[config.mk]
export PLATFORM = sky130hd
export DESIGN_NAME = windowed_cnf_posting_intersect
export DESIGN_NICKNAME = d
export VERILOG_FILES = /design/src/rtl/wcpi_pkg.sv /design/src/rtl/wcpi_alu.sv /design/src/rtl/wcpi_clause_store.sv /design/src/rtl/windowed_cnf_posting_intersect.sv
export VERILOG_INCLUDE_DIRS = /design/src /design/src/rtl
export SDC_FILE = /design/constraint.sdc
export NUM_CORES = 2
export LEC_CHECK = 0
export ABC_AREA = 1
export BUFFER_PORTS_ARGS = -buffer_cell sky130_fd_sc_hd__buf_4
export CORE_MARGIN = 3
export CORE_UTILIZATION = 35
export CTS_BUF_LIST = sky130_fd_sc_hd__clkbuf_16
export CTS_CLUSTER_SIZE = 16
export DETAILED_ROUTE_END_ITERATION = 7
export PLACE_DENSITY = 0.5
export SYNTH_ARGS = -nofsm -noshare
export SYNTH_HDL_FRONTEND = slang
export SYNTH_SLANG_ARGS = --single-unit
[constraint.sdc]
create_clock -name clk -period 14.1 [get_ports clk]
set_input_delay 1.41 -clock clk [delete_from_list [all_inputs] [get_ports clk]]
set_output_delay 1.41 -clock clk [all_outputs]
set_load 0.02 [all_outputs]
[src/rtl/assert_macros.svh]
// ---------------------------------------------------------------------------
// Assertion macros
// Concurrent assertion helpers clocked on clk and disabled during rst.
// ---------------------------------------------------------------------------
`ifndef ASSERT_MACROS_SVH
`define ASSERT_MACROS_SVH

`ifndef SYNTHESIS
// Property that must hold at every clock edge outside reset.
`define WCPI_ASSERT(lbl, prop, msg) \
  lbl: assert property (@(posedge clk) disable iff (rst) prop) else $error(msg);
// Condition that must never be true outside reset.
`define WCPI_NEVER(lbl, expr, msg) \
  lbl: assert property (@(posedge clk) disable iff (rst) !(expr)) else $error(msg);
`else
`define WCPI_ASSERT(lbl, prop, msg)
`define WCPI_NEVER(lbl, expr, msg)
`endif

`endif

[src/rtl/wcpi_pkg.sv]
// ---------------------------------------------------------------------------
// wcpi_pkg
// Shared types and codes of the windowed posting list intersection block.
// ---------------------------------------------------------------------------
`timescale 1ns / 1ps

package wcpi_pkg;

  localparam int ID_W     = 32;
  localparam int ACTION_W = 3;
  localparam int CIDX_W   = 4;
  localparam int CC_W     = 5;
  localparam int KIND_W   = 2;
  localparam int PADDR_W  = 3;
  localparam int PDATA_W  = 32;

  // Input actions.
  localparam logic [ACTION_W-1:0] ACT_CLEAR = 3'd0;
  localparam logic [ACTION_W-1:0] ACT_HEAD  = 3'd1;
  localparam logic [ACTION_W-1:0] ACT_START = 3'd2;
  localparam logic [ACTION_W-1:0] ACT_ADD   = 3'd3;
  localparam logic [ACTION_W-1:0] ACT_EVAL  = 3'd4;

  // Result kinds.
  localparam logic [KIND_W-1:0] KIND_BASE      = 2'd0;
  localparam logic [KIND_W-1:0] KIND_MATCH     = 2'd1;
  localparam logic [KIND_W-1:0] KIND_EMPTY     = 2'd2;
  localparam logic [KIND_W-1:0] KIND_EXHAUSTED = 2'd3;

  // Register index, taken from the word-select bit of paddr.
  localparam logic REG_CLAUSE_COUNT = 1'b0;

  typedef enum logic {
    ALU_ADD,
    ALU_SUB
  } wcpi_alu_op_t;

  // Write strobes from the sequencer into the clause store.
  typedef struct packed {
    logic clear_heads;
    logic head_set;
    logic min_write;
    logic bits_clear;
    logic bit_set;
  } wcpi_store_ctl_t;

endpackage

[src/rtl/wcpi_alu.sv]
// ---------------------------------------------------------------------------
// wcpi_alu
// Shared 32-bit add / subtract unit with carry or borrow out.
// ---------------------------------------------------------------------------
`timescale 1ns / 1ps

module wcpi_alu (
  input  wcpi_pkg::wcpi_alu_op_t      op,
  input  logic [wcpi_pkg::ID_W-1:0]   a,
  input  logic [wcpi_pkg::ID_W-1:0]   b,
  output logic [wcpi_pkg::ID_W:0]     res
);
  import wcpi_pkg::*;

  // The top bit is the carry for an add and the borrow (a < b) for a subtract.
  always_comb begin
    case (op)
      ALU_ADD: res = {1'b0, a} + {1'b0, b};
      ALU_SUB: res = {1'b0, a} - {1'b0, b};
      default: res = '0;
    endcase
  end

endmodule

[src/rtl/wcpi_clause_store.sv]
// ---------------------------------------------------------------------------
// wcpi_clause_store
// Per-clause head minima, head flags and window bitmaps.
// ---------------------------------------------------------------------------
`timescale 1ns / 1ps

module wcpi_clause_store #(
  parameter int  MAX_CLAUSES = 16,
  parameter int  WINDOW_BITS = 64,
  localparam int AW = (MAX_CLAUSES > 1) ? $clog2(MAX_CLAUSES) : 1,
  localparam int OW = $clog2(WINDOW_BITS)
) (
  input  logic                         clk,
  input  logic                         rst,
  input  wcpi_pkg::wcpi_store_ctl_t    ctl,
  input  logic [AW-1:0]                waddr,
  input  logic [wcpi_pkg::ID_W-1:0]    wmin,
  input  logic [OW-1:0]                woff,
  input  logic [AW-1:0]                raddr,
  output logic [wcpi_pkg::ID_W-1:0]    min_rd,
  output logic                         has_rd,
  output logic [WINDOW_BITS-1:0]       bits_rd
);
  import wcpi_pkg::*;

  logic [ID_W-1:0]        min_head [MAX_CLAUSES];
  logic                   has_head [MAX_CLAUSES];
  logic [WINDOW_BITS-1:0] win_bits [MAX_CLAUSES];

  always_ff @(posedge clk) begin
    if (rst) begin
      for (int i = 0; i < MAX_CLAUSES; i++) begin
        min_head[i] <= '1;
        has_head[i] <= 1'b0;
        win_bits[i] <= '0;
      end
    end else begin
      if (ctl.clear_heads) begin
        for (int i = 0; i < MAX_CLAUSES; i++) begin
          min_head[i] <= '1;
          has_head[i] <= 1'b0;
        end
      end
      if (ctl.head_set) begin
        has_head[waddr] <= 1'b1;
      end
      if (ctl.min_write) begin
        min_head[waddr] <= wmin;
      end
      if (ctl.bits_clear) begin
        for (int i = 0; i < MAX_CLAUSES; i++) begin
          win_bits[i] <= '0;
        end
      end
      if (ctl.bit_set) begin
        win_bits[waddr][woff] <= 1'b1;
      end
    end
  end

  assign min_rd  = min_head[raddr];
  assign has_rd  = has_head[raddr];
  assign bits_rd = win_bits[raddr];

endmodule

[src/rtl/windowed_cnf_posting_intersect.sv]
// ---------------------------------------------------------------------------
// windowed_cnf_posting_intersect
// One window of an AND-of-ORs intersection over sorted value-id lists.
// ---------------------------------------------------------------------------
// The block takes one input word at a time and is stalled until that word is
// finished. Clear, head and add words are accepted in the idle state and
// update the clause store in the decode state, head and add words through
// the shared add/subtract unit. A start word walks the active clauses one
// per cycle through the same unit, then offers its result.
// An evaluate word ANDs one clause bitmap per cycle into an accumulator and
// then shifts the accumulator one bit per cycle, holding on a set bit while
// the result side stalls, and offers a matching id for each set bit. Results
// leave through a single output register, so a finished result may wait
// there while the next input word is accepted. Window ids are formed as
// window base plus bit position and wrap at 32 bits. clause_count is
// written through the APB port at byte address 0; zero acts as one, and
// values above MAX_CLAUSES act as MAX_CLAUSES.
// ---------------------------------------------------------------------------
`timescale 1ns / 1ps

`include "assert_macros.svh"

module windowed_cnf_posting_intersect #(
  parameter int WINDOW_BITS = 64,
  parameter int MAX_CLAUSES = 16
) (
  input  logic                             clk,
  input  logic                             rst,
  // Configuration port
  input  logic                             psel,
  input  logic                             penable,
  input  logic                             pwrite,
  input  logic [wcpi_pkg::PADDR_W-1:0]     paddr,
  input  logic [wcpi_pkg::PDATA_W-1:0]     pwdata,
  output logic [wcpi_pkg::PDATA_W-1:0]     prdata,
  output logic                             pready,
  // Input channel
  input  logic                             item_valid,
  output logic                             item_stall,
  input  logic [wcpi_pkg::ACTION_W-1:0]    action,
  input  logic [wcpi_pkg::CIDX_W-1:0]      clause_index,
  input  logic [wcpi_pkg::ID_W-1:0]        value_id,
  // Result channel
  output logic                             result_valid,
  input  logic                             result_stall,
  output logic [wcpi_pkg::KIND_W-1:0]      kind,
  output logic [wcpi_pkg::ID_W-1:0]        result_id,
  output logic                             last
);
  import wcpi_pkg::*;

  localparam int AW    = (MAX_CLAUSES > 1) ? $clog2(MAX_CLAUSES) : 1;
  localparam int OW    = $clog2(WINDOW_BITS);
  localparam int CNT_W = $clog2(MAX_CLAUSES + 1);
  localparam int NW    = (CNT_W > CC_W) ? CNT_W : CC_W;

  localparam logic [NW-1:0]   MAX_N      = NW'(MAX_CLAUSES);
  localparam logic [ID_W-1:0] WIN_LIMIT  = ID_W'(WINDOW_BITS);

  // Sequencer states.
  localparam logic [2:0] S_IDLE       = 3'd0;
  localparam logic [2:0] S_DECODE     = 3'd1;
  localparam logic [2:0] S_WALK_START = 3'd2;
  localparam logic [2:0] S_WALK_AND   = 3'd3;
  localparam logic [2:0] S_SCAN       = 3'd4;
  localparam logic [2:0] S_PUT        = 3'd5;

  // Control registers.
  logic [2:0]            state;
  logic [CC_W-1:0]       clause_count;
  logic [ID_W-1:0]       window_base;

  // Datapath registers: the captured word and the walk/scan working state.
  logic [ACTION_W-1:0]   act_q;
  logic [CIDX_W-1:0]     cidx_q;
  logic [ID_W-1:0]       vid_q;
  logic [ID_W-1:0]       base_acc;
  logic [WINDOW_BITS-1:0] acc;
  logic [AW-1:0]         idx;
  logic [OW-1:0]         bit_i;
  logic [KIND_W-1:0]     put_kind;
  logic [ID_W-1:0]       put_id;

  // Clause store interface.
  wcpi_store_ctl_t        store_ctl;
  logic [AW-1:0]          store_raddr;
  logic [ID_W-1:0]        min_rd;
  logic                   has_rd;
  logic [WINDOW_BITS-1:0] bits_rd;

  // Shared arithmetic unit.
  wcpi_alu_op_t           alu_op;
  logic [ID_W-1:0]        alu_a;
  logic [ID_W-1:0]        alu_b;
  logic [ID_W:0]          alu_res;
  logic                   alu_borrow;

  logic [NW-1:0]          n_active;
  logic [NW-1:0]          cc_ext;
  logic                   cidx_ok;
  logic [AW-1:0]          cidx_addr;
  logic                   idx_last;
  logic                   in_window;
  logic [ID_W-1:0]        walk_max;
  logic [WINDOW_BITS-1:0] acc_and;
  logic [WINDOW_BITS-1:0] acc_shift;
  logic                   slot_free;
  logic                   out_load;
  logic [KIND_W-1:0]      out_kind;
  logic [ID_W-1:0]        out_id;
  logic                   out_last;
  logic                   cfg_write;

  // The APB port has a single register; paddr's word-select bit picks it.
  assign pready    = 1'b1;
  assign cfg_write = psel && penable && pwrite &&
                     (paddr[PADDR_W-1] == REG_CLAUSE_COUNT);
  assign prdata    = (paddr[PADDR_W-1] == REG_CLAUSE_COUNT) ?
                     PDATA_W'(clause_count) : '0;

  // Number of active clauses: zero counts as one, large values saturate.
  assign cc_ext   = NW'(clause_count);
  assign n_active = (clause_count == '0) ? NW'(1) :
                    ((cc_ext > MAX_N) ? MAX_N : cc_ext);

  assign cidx_ok   = NW'(cidx_q) < n_active;
  assign cidx_addr = AW'(cidx_q);
  assign idx_last  = (NW'(idx) + NW'(1)) == n_active;

  // The word waits in the input stage only while the sequencer is busy.
  assign item_stall = (state != S_IDLE);

  // The output register can take a new word when it is empty or draining.
  assign slot_free = !result_valid || !result_stall;

  // Operand selection for the shared add/subtract unit. Head updates compare
  // the new id with the stored minimum, id adds take the offset from the
  // window base, the start walk keeps a running maximum, and the scan adds
  // the bit position to the base.
  always_comb begin
    alu_op = ALU_SUB;
    alu_a  = vid_q;
    alu_b  = min_rd;
    case (state)
      S_DECODE: begin
        if (act_q == ACT_ADD) begin
          alu_b = window_base;
        end
      end
      S_WALK_START: begin
        alu_a = base_acc;
        alu_b = min_rd;
      end
      S_SCAN: begin
        alu_op = ALU_ADD;
        alu_a  = window_base;
        alu_b  = ID_W'(bit_i);
      end
      default: begin
      end
    endcase
  end

  wcpi_alu u_alu (
    .op  (alu_op),
    .a   (alu_a),
    .b   (alu_b),
    .res (alu_res)
  );

  assign alu_borrow = alu_res[ID_W];
  // The offset test works on the difference, so a window that runs past the
  // top of the id range simply sees no ids beyond it.
  assign in_window  = !alu_borrow && (alu_res[ID_W-1:0] < WIN_LIMIT);
  assign walk_max   = alu_borrow ? min_rd : base_acc;
  assign acc_and    = acc & bits_rd;
  assign acc_shift  = acc >> 1;

  // Store writes happen only in the decode cycle of a word.
  always_comb begin
    store_ctl   = '0;
    store_raddr = (state == S_DECODE) ? cidx_addr : idx;
    if (state == S_DECODE) begin
      case (act_q)
        ACT_CLEAR: begin
          store_ctl.clear_heads = 1'b1;
        end
        ACT_HEAD: begin
          store_ctl.head_set  = cidx_ok;
          store_ctl.min_write = cidx_ok && alu_borrow;
        end
        ACT_START: begin
          store_ctl.bits_clear = 1'b1;
        end
        ACT_ADD: begin
          store_ctl.bit_set = cidx_ok && in_window;
        end
        default: begin
        end
      endcase
    end
  end

  wcpi_clause_store #(
    .MAX_CLAUSES (MAX_CLAUSES),
    .WINDOW_BITS (WINDOW_BITS)
  ) u_store (
    .clk     (clk),
    .rst     (rst),
    .ctl     (store_ctl),
    .waddr   (cidx_addr),
    .wmin    (vid_q),
    .woff    (alu_res[OW-1:0]),
    .raddr   (store_raddr),
    .min_rd  (min_rd),
    .has_rd  (has_rd),
    .bits_rd (bits_rd)
  );

  // Output word source: the scan offers matches directly, every other result
  // is staged first and offered from the put state.
  assign out_load = slot_free &&
                    ((state == S_PUT) || ((state == S_SCAN) && acc[0]));
  assign out_kind = (state == S_SCAN) ? KIND_MATCH : put_kind;
  assign out_id   = (state == S_SCAN) ? alu_res[ID_W-1:0] : put_id;
  assign out_last = (state == S_SCAN) ? (acc_shift == '0) : 1'b1;

  // Control: sequencer state, configuration, window base and output valid.
  always_ff @(posedge clk) begin
    if (rst) begin
      state        <= S_IDLE;
      clause_count <= CC_W'(1);
      window_base  <= '0;
      result_valid <= 1'b0;
    end else begin
      if (cfg_write) begin
        clause_count <= pwdata[CC_W-1:0];
      end

      if (out_load) begin
        result_valid <= 1'b1;
      end else if (!result_stall) begin
        result_valid <= 1'b0;
      end

      case (state)
        S_IDLE: begin
          if (item_valid) begin
            state <= S_DECODE;
          end
        end
        S_DECODE: begin
          case (act_q)
            ACT_START: state <= S_WALK_START;
            ACT_EVAL:  state <= S_WALK_AND;
            default:   state <= S_IDLE;
          endcase
        end
        S_WALK_START: begin
          // A clause without a head ends the walk at once.
          if (!has_rd) begin
            state <= S_PUT;
          end else if (idx_last) begin
            window_base <= walk_max;
            state       <= S_PUT;
          end
        end
        S_WALK_AND: begin
          if (idx_last) begin
            state <= (acc_and == '0) ? S_PUT : S_SCAN;
          end
        end
        S_SCAN: begin
          if ((!acc[0] || slot_free) && (acc_shift == '0)) begin
            state <= S_IDLE;
          end
        end
        S_PUT: begin
          if (slot_free) begin
            state <= S_IDLE;
          end
        end
        default: begin
          state <= S_IDLE;
        end
      endcase
    end
  end

  // Datapath registers.
  always_ff @(posedge clk) begin
    if (out_load) begin
      kind      <= out_kind;
      result_id <= out_id;
      last      <= out_last;
    end

    case (state)
      S_IDLE: begin
        if (item_valid) begin
          act_q  <= action;
          cidx_q <= clause_index;
          vid_q  <= value_id;
        end
      end
      S_DECODE: begin
        base_acc <= '0;
        acc      <= '1;
        idx      <= '0;
      end
      S_WALK_START: begin
        if (!has_rd) begin
          put_kind <= KIND_EXHAUSTED;
          put_id   <= '0;
        end else begin
          base_acc <= walk_max;
          if (idx_last) begin
            put_kind <= KIND_BASE;
            put_id   <= walk_max;
          end else begin
            idx <= idx + AW'(1);
          end
        end
      end
      S_WALK_AND: begin
        acc <= acc_and;
        if (idx_last) begin
          put_kind <= KIND_EMPTY;
          put_id   <= window_base;
          bit_i    <= '0;
        end else begin
          idx <= idx + AW'(1);
        end
      end
      S_SCAN: begin
        // Hold on a set bit until the output register can take the match.
        if (!acc[0] || slot_free) begin
          acc   <= acc_shift;
          bit_i <= bit_i + OW'(1);
        end
      end
      default: begin
      end
    endcase
  end

  // The scan is only entered with at least one common bit left.
  `WCPI_ASSERT(a_scan_nonzero, (state == S_SCAN) |-> (acc != '0), "scan with empty accumulator")
  // Clause walks never step past the last active clause.
  `WCPI_ASSERT(a_walk_in_range, ((state == S_WALK_START) || (state == S_WALK_AND)) |-> (NW'(idx) < n_active), "clause walk out of range")
  // The window base only moves at the end of a start walk.
  `WCPI_ASSERT(a_base_from_walk, (!$past(rst) && !$stable(window_base)) |-> ($past(state) == S_WALK_START), "window base changed outside start walk")
  // A match is never offered while a held output word is stalled.
  `WCPI_NEVER(a_no_overwrite, out_load && result_valid && result_stall, "output word overwritten while stalled")

endmodule
==> results.txt <==
The run finished with clean final reports. The number of DRC markers after the initial detailed-route iteration came out at between 9k and 10k. The number of antenna-violating nets in the routed design came out at 0.

The library cell used most frequently in the layout, excluding fill and tap cells, is nand2_1. The wire length reported by the detailed router is around 330000 um. The worst setup path is captured at a flop. The net count of the finished layout came out at 11.1k. The post-synthesis cell type count is 56. The worst register-to-register path ends at u_store.win_bits[5][61]. In this run, CTS created clock tree buffers numbering 200.

The end point of the worst hold path is u_store.win_bits[7][25]. Among the stages of the critical path, the cell type that occurs most often is nand2_1. In this run the most critical hold path is launched from u_store.win_bits[7][25]. The standard-cell row count came out at about 180.

The proportion of register bits with asynchronous set or reset after synthesis is 0. The number of hold buffers added after CTS is 0. The die boundary width came out at 506 um.

The remaining global-route overflow came out at 0. The number of cells on the critical path came out at 35. The maximum number of pins on one net before global-route repair is ~230. The sequential fraction of the synthesis area came out at 0.496.

The average via count per standard cell is 5.56. The number of placed instances, taps included, is ~14k. Clock-pin slew was measured on the worst setup and hold paths at 0.06 ns. The number of detailed-routing iterations run before antenna repair is 8. The launch point of the worst reg-to-reg path is state[2]. The number of antenna violations at the first check in global routing is 10.

The number of sinks on the clock net is 1807. After clock tree synthesis, the repair step resized 0 gates. The vertical die dimension is 506 um. Of the available clock period, the critical path in the final layout requires 0.798.

The post-synthesis instance area came out at ~88000 um2. The most used flip-flop cell after synthesis is dfxtp_1. The max-cap check violation count came out at 0. The number of buffers added for setup after CTS is 0. Once layout is complete, the utilization of the core stands at 0.386.

Yosys printed 0 warnings. The final non-filler cell total is 14.4k. The tree is rooted in a clkbuf_16. The worst hold path cell count came out at 2. 151 I/O pins were placed. The setup skew after layout came out at between 0.03 and 0.04 ns.

The family with the most delay on the worst path is simple AND/OR/NAND/NOR gates. The worst setup path is launched from a flop. The number of storage elements in the synthesis netlist is 1807.

The via count of the first global-routing pass came out at 76.4k. The maximum buffer depth of the clock tree is 3. The number of enable-type register cells in the synthesized netlist came out at between 700 and 800. The clock latency on the worst-skew pair came out at about 0.85 ns. The number of buffers and inverters on the critical path is 6. The first-pass GRT wire length is 495000 um.

The area growth from synthesis to final layout is 9.10%. The number of setup violations in the final report is 0. Setup repair after global routing left no endpoint under its margin. The maximum level of the CTS H-tree came out at 4. The initial utilization of the core area, before any placement, comes to 0.354. At the pin with the least slew margin, the transition time is 1.40 ns. The final number of hold-violating endpoints came out at 0.

The final-report max-slew violation count was 0. The total via count in the routed design came out at between 80k and 90k. In the layout the commonest cells are nand2_1, nand3_1, dfxtp_1. TritonCTS built the clock tree. At the end of routability-driven placement, the weighted congestion stood at 0.889. The die covers ~260000 um2.

On the critical path, the stage with the largest delay is an instance of buf_4. The overall fraction of global-route tracks in use came out at 0.250. The count of port buffers added during placement came out at between 90 and 100. In the final routed layout, each cell accounts on average for 23.1 um. Once detailed placement completed, the half-perimeter wirelength came to 178000 um.

The number of cells on the worst reg-to-reg path is 35. The setup total negative slack is 0 ns. Headroom to the max-slew limit came out at 0.0541. Static timing analysis puts the maximum clock frequency at 88.9 MHz. The data arrival time of the worst path is approximately 12 ns. The worst hold path belongs to the class reg2reg.

The core area came out at roughly 250000 um2. The worst endpoint required time is roughly 15 ns. The mean instance size in the synthesized netlist is 7.62 um2. The peak fanout along the critical path is 106. The final critical path time including I/O delays and setup came out at roughly 11 ns. In the final layout, the share of cells above drive strength 1 is 0.0568. The synthesized netlist cell count is 11.5k. The largest single stage delay on the critical path is 1.03 ns. The setup check on the worst reg-to-reg path leaves a slack of 2.85 ns.

The critical path in this run is classified as reg2reg. The number of design rule violations left after detail routing came out at 0.
[sequential cells by signal, summed over array words and instances, names as in the netlist, 32 cells and up]
register and count:
u_store.win_bits 1024, u_store.min_head 512, acc 64, base_acc 32
put_id 32, result_id 32, vid_q 32, window_base 32
[how the worst max path moves through the flow]
stage	startpoint	end
after floorplan	state[2]	u_store.min_head[10][0]
after global placement	state[2]	u_store.win_bits[2][24]
after detailed placement	state[2]	u_store.win_bits[5][61]
after CTS	state[2]	u_store.win_bits[5][61]
after global routing	state[2]	u_store.win_bits[4][61]
final	state[2]	u_store.win_bits[5][61]
[synth_stat cells, types with 30 or more instances]
cell type | instances | share of area
a21oi_1 | 181 | 0.010
clkbuf_1 | 580 | 0.025
inv_1 | 458 | 0.020
ha_1 | 38 | 0.0054
nand3_1 | 1587 | 0.091
buf_2 | 186 | 0.011
o21ai_0 | 120 | 0.0069
nand2_1 | 4652 | 0.20
buf_6 | 52 | 0.0067
o221ai_1 | 38 | 0.0038
xor2_1 | 30 | 0.0030
buf_1 | 103 | 0.0044
buf_4 | 85 | 0.0073
clkinv_1 | 33 | 0.0014
nand4_1 | 1058 | 0.076
edfxtp_1 | 726 | 0.25
nor2_1 | 275 | 0.012
dfxtp_1 | 1081 | 0.25
[stage by stage]
| stage | area [um2] | setup WS, ns | hold slack, ns |
|---|---|---|---|
| after CTS | 95500 | 3.04 | 0.452 |
| after global routing | 95500 | 2.33 | 0.461 |
| after global placement | 89200 | 3.21 | 0.434 |
| final | 95500 | 2.85 | 0.449 |
| after floorplan | 87600 | 7.98 | 0.423 |
| after detailed placement | 89200 | 3.08 | 0.440 |
[worst reg2reg max path: cells and delay by family (launching register included)]
family                   cells  cell delay (ns)
AND/OR/NAND/NOR             21             3.92
buffers and inverters        6             3.85
AO/OA/AOI/OAI                5             2.04
adder cells (fa/ha/maj)      2             0.64
flip-flops                   1             0.63
XOR/XNOR                     1             0.10
[cells by family (layout without fill, tap and decap cells)]
group / after synthesis / after routing / synth area share
AO/OA/AOI/OAI: 405 / 405 / 0.0269
XOR/XNOR: 50 / 50 / 0.00500
adder cells (fa/ha/maj): 39 / 39 / 0.00566
buffers and inverters: 1535 / 1129 / 0.0803
flip-flops: 1807 / 1807 / 0.496
other: 2 / 30 / 0.0000858
AND/OR/NAND/NOR: 7652 / 7652 / 0.386
[cell type report]
| class | instances | area [um2] |
|---|---|---|
| Antenna cell | 2 | 5.00 |
| Clock buffer | 204 | 5100 |
| Clock inverter | 161 | 1160 |
| Fill cell | 25376 | 152000 |
| Inverter | 503 | 1900 |
| Multi-Input combinational cell | 8174 | 37500 |
| Sequential cell | 1807 | 43400 |
| Tap cell | 3312 | 4140 |
| Timing Repair Buffer | 261 | 2220 |
[routing by layer]
layer	GRT usage	vias up	wire, um
li1	-	37306	-
met1	0.332	39004	140000
met5	0	-	27
met3	0.0357	626	23600
met2	0.400	3283	151000
met4	0.122	4	18000
Power is not shown: default switching activity piles up to over one toggle a cycle in this logic, so the estimate is an artifact.
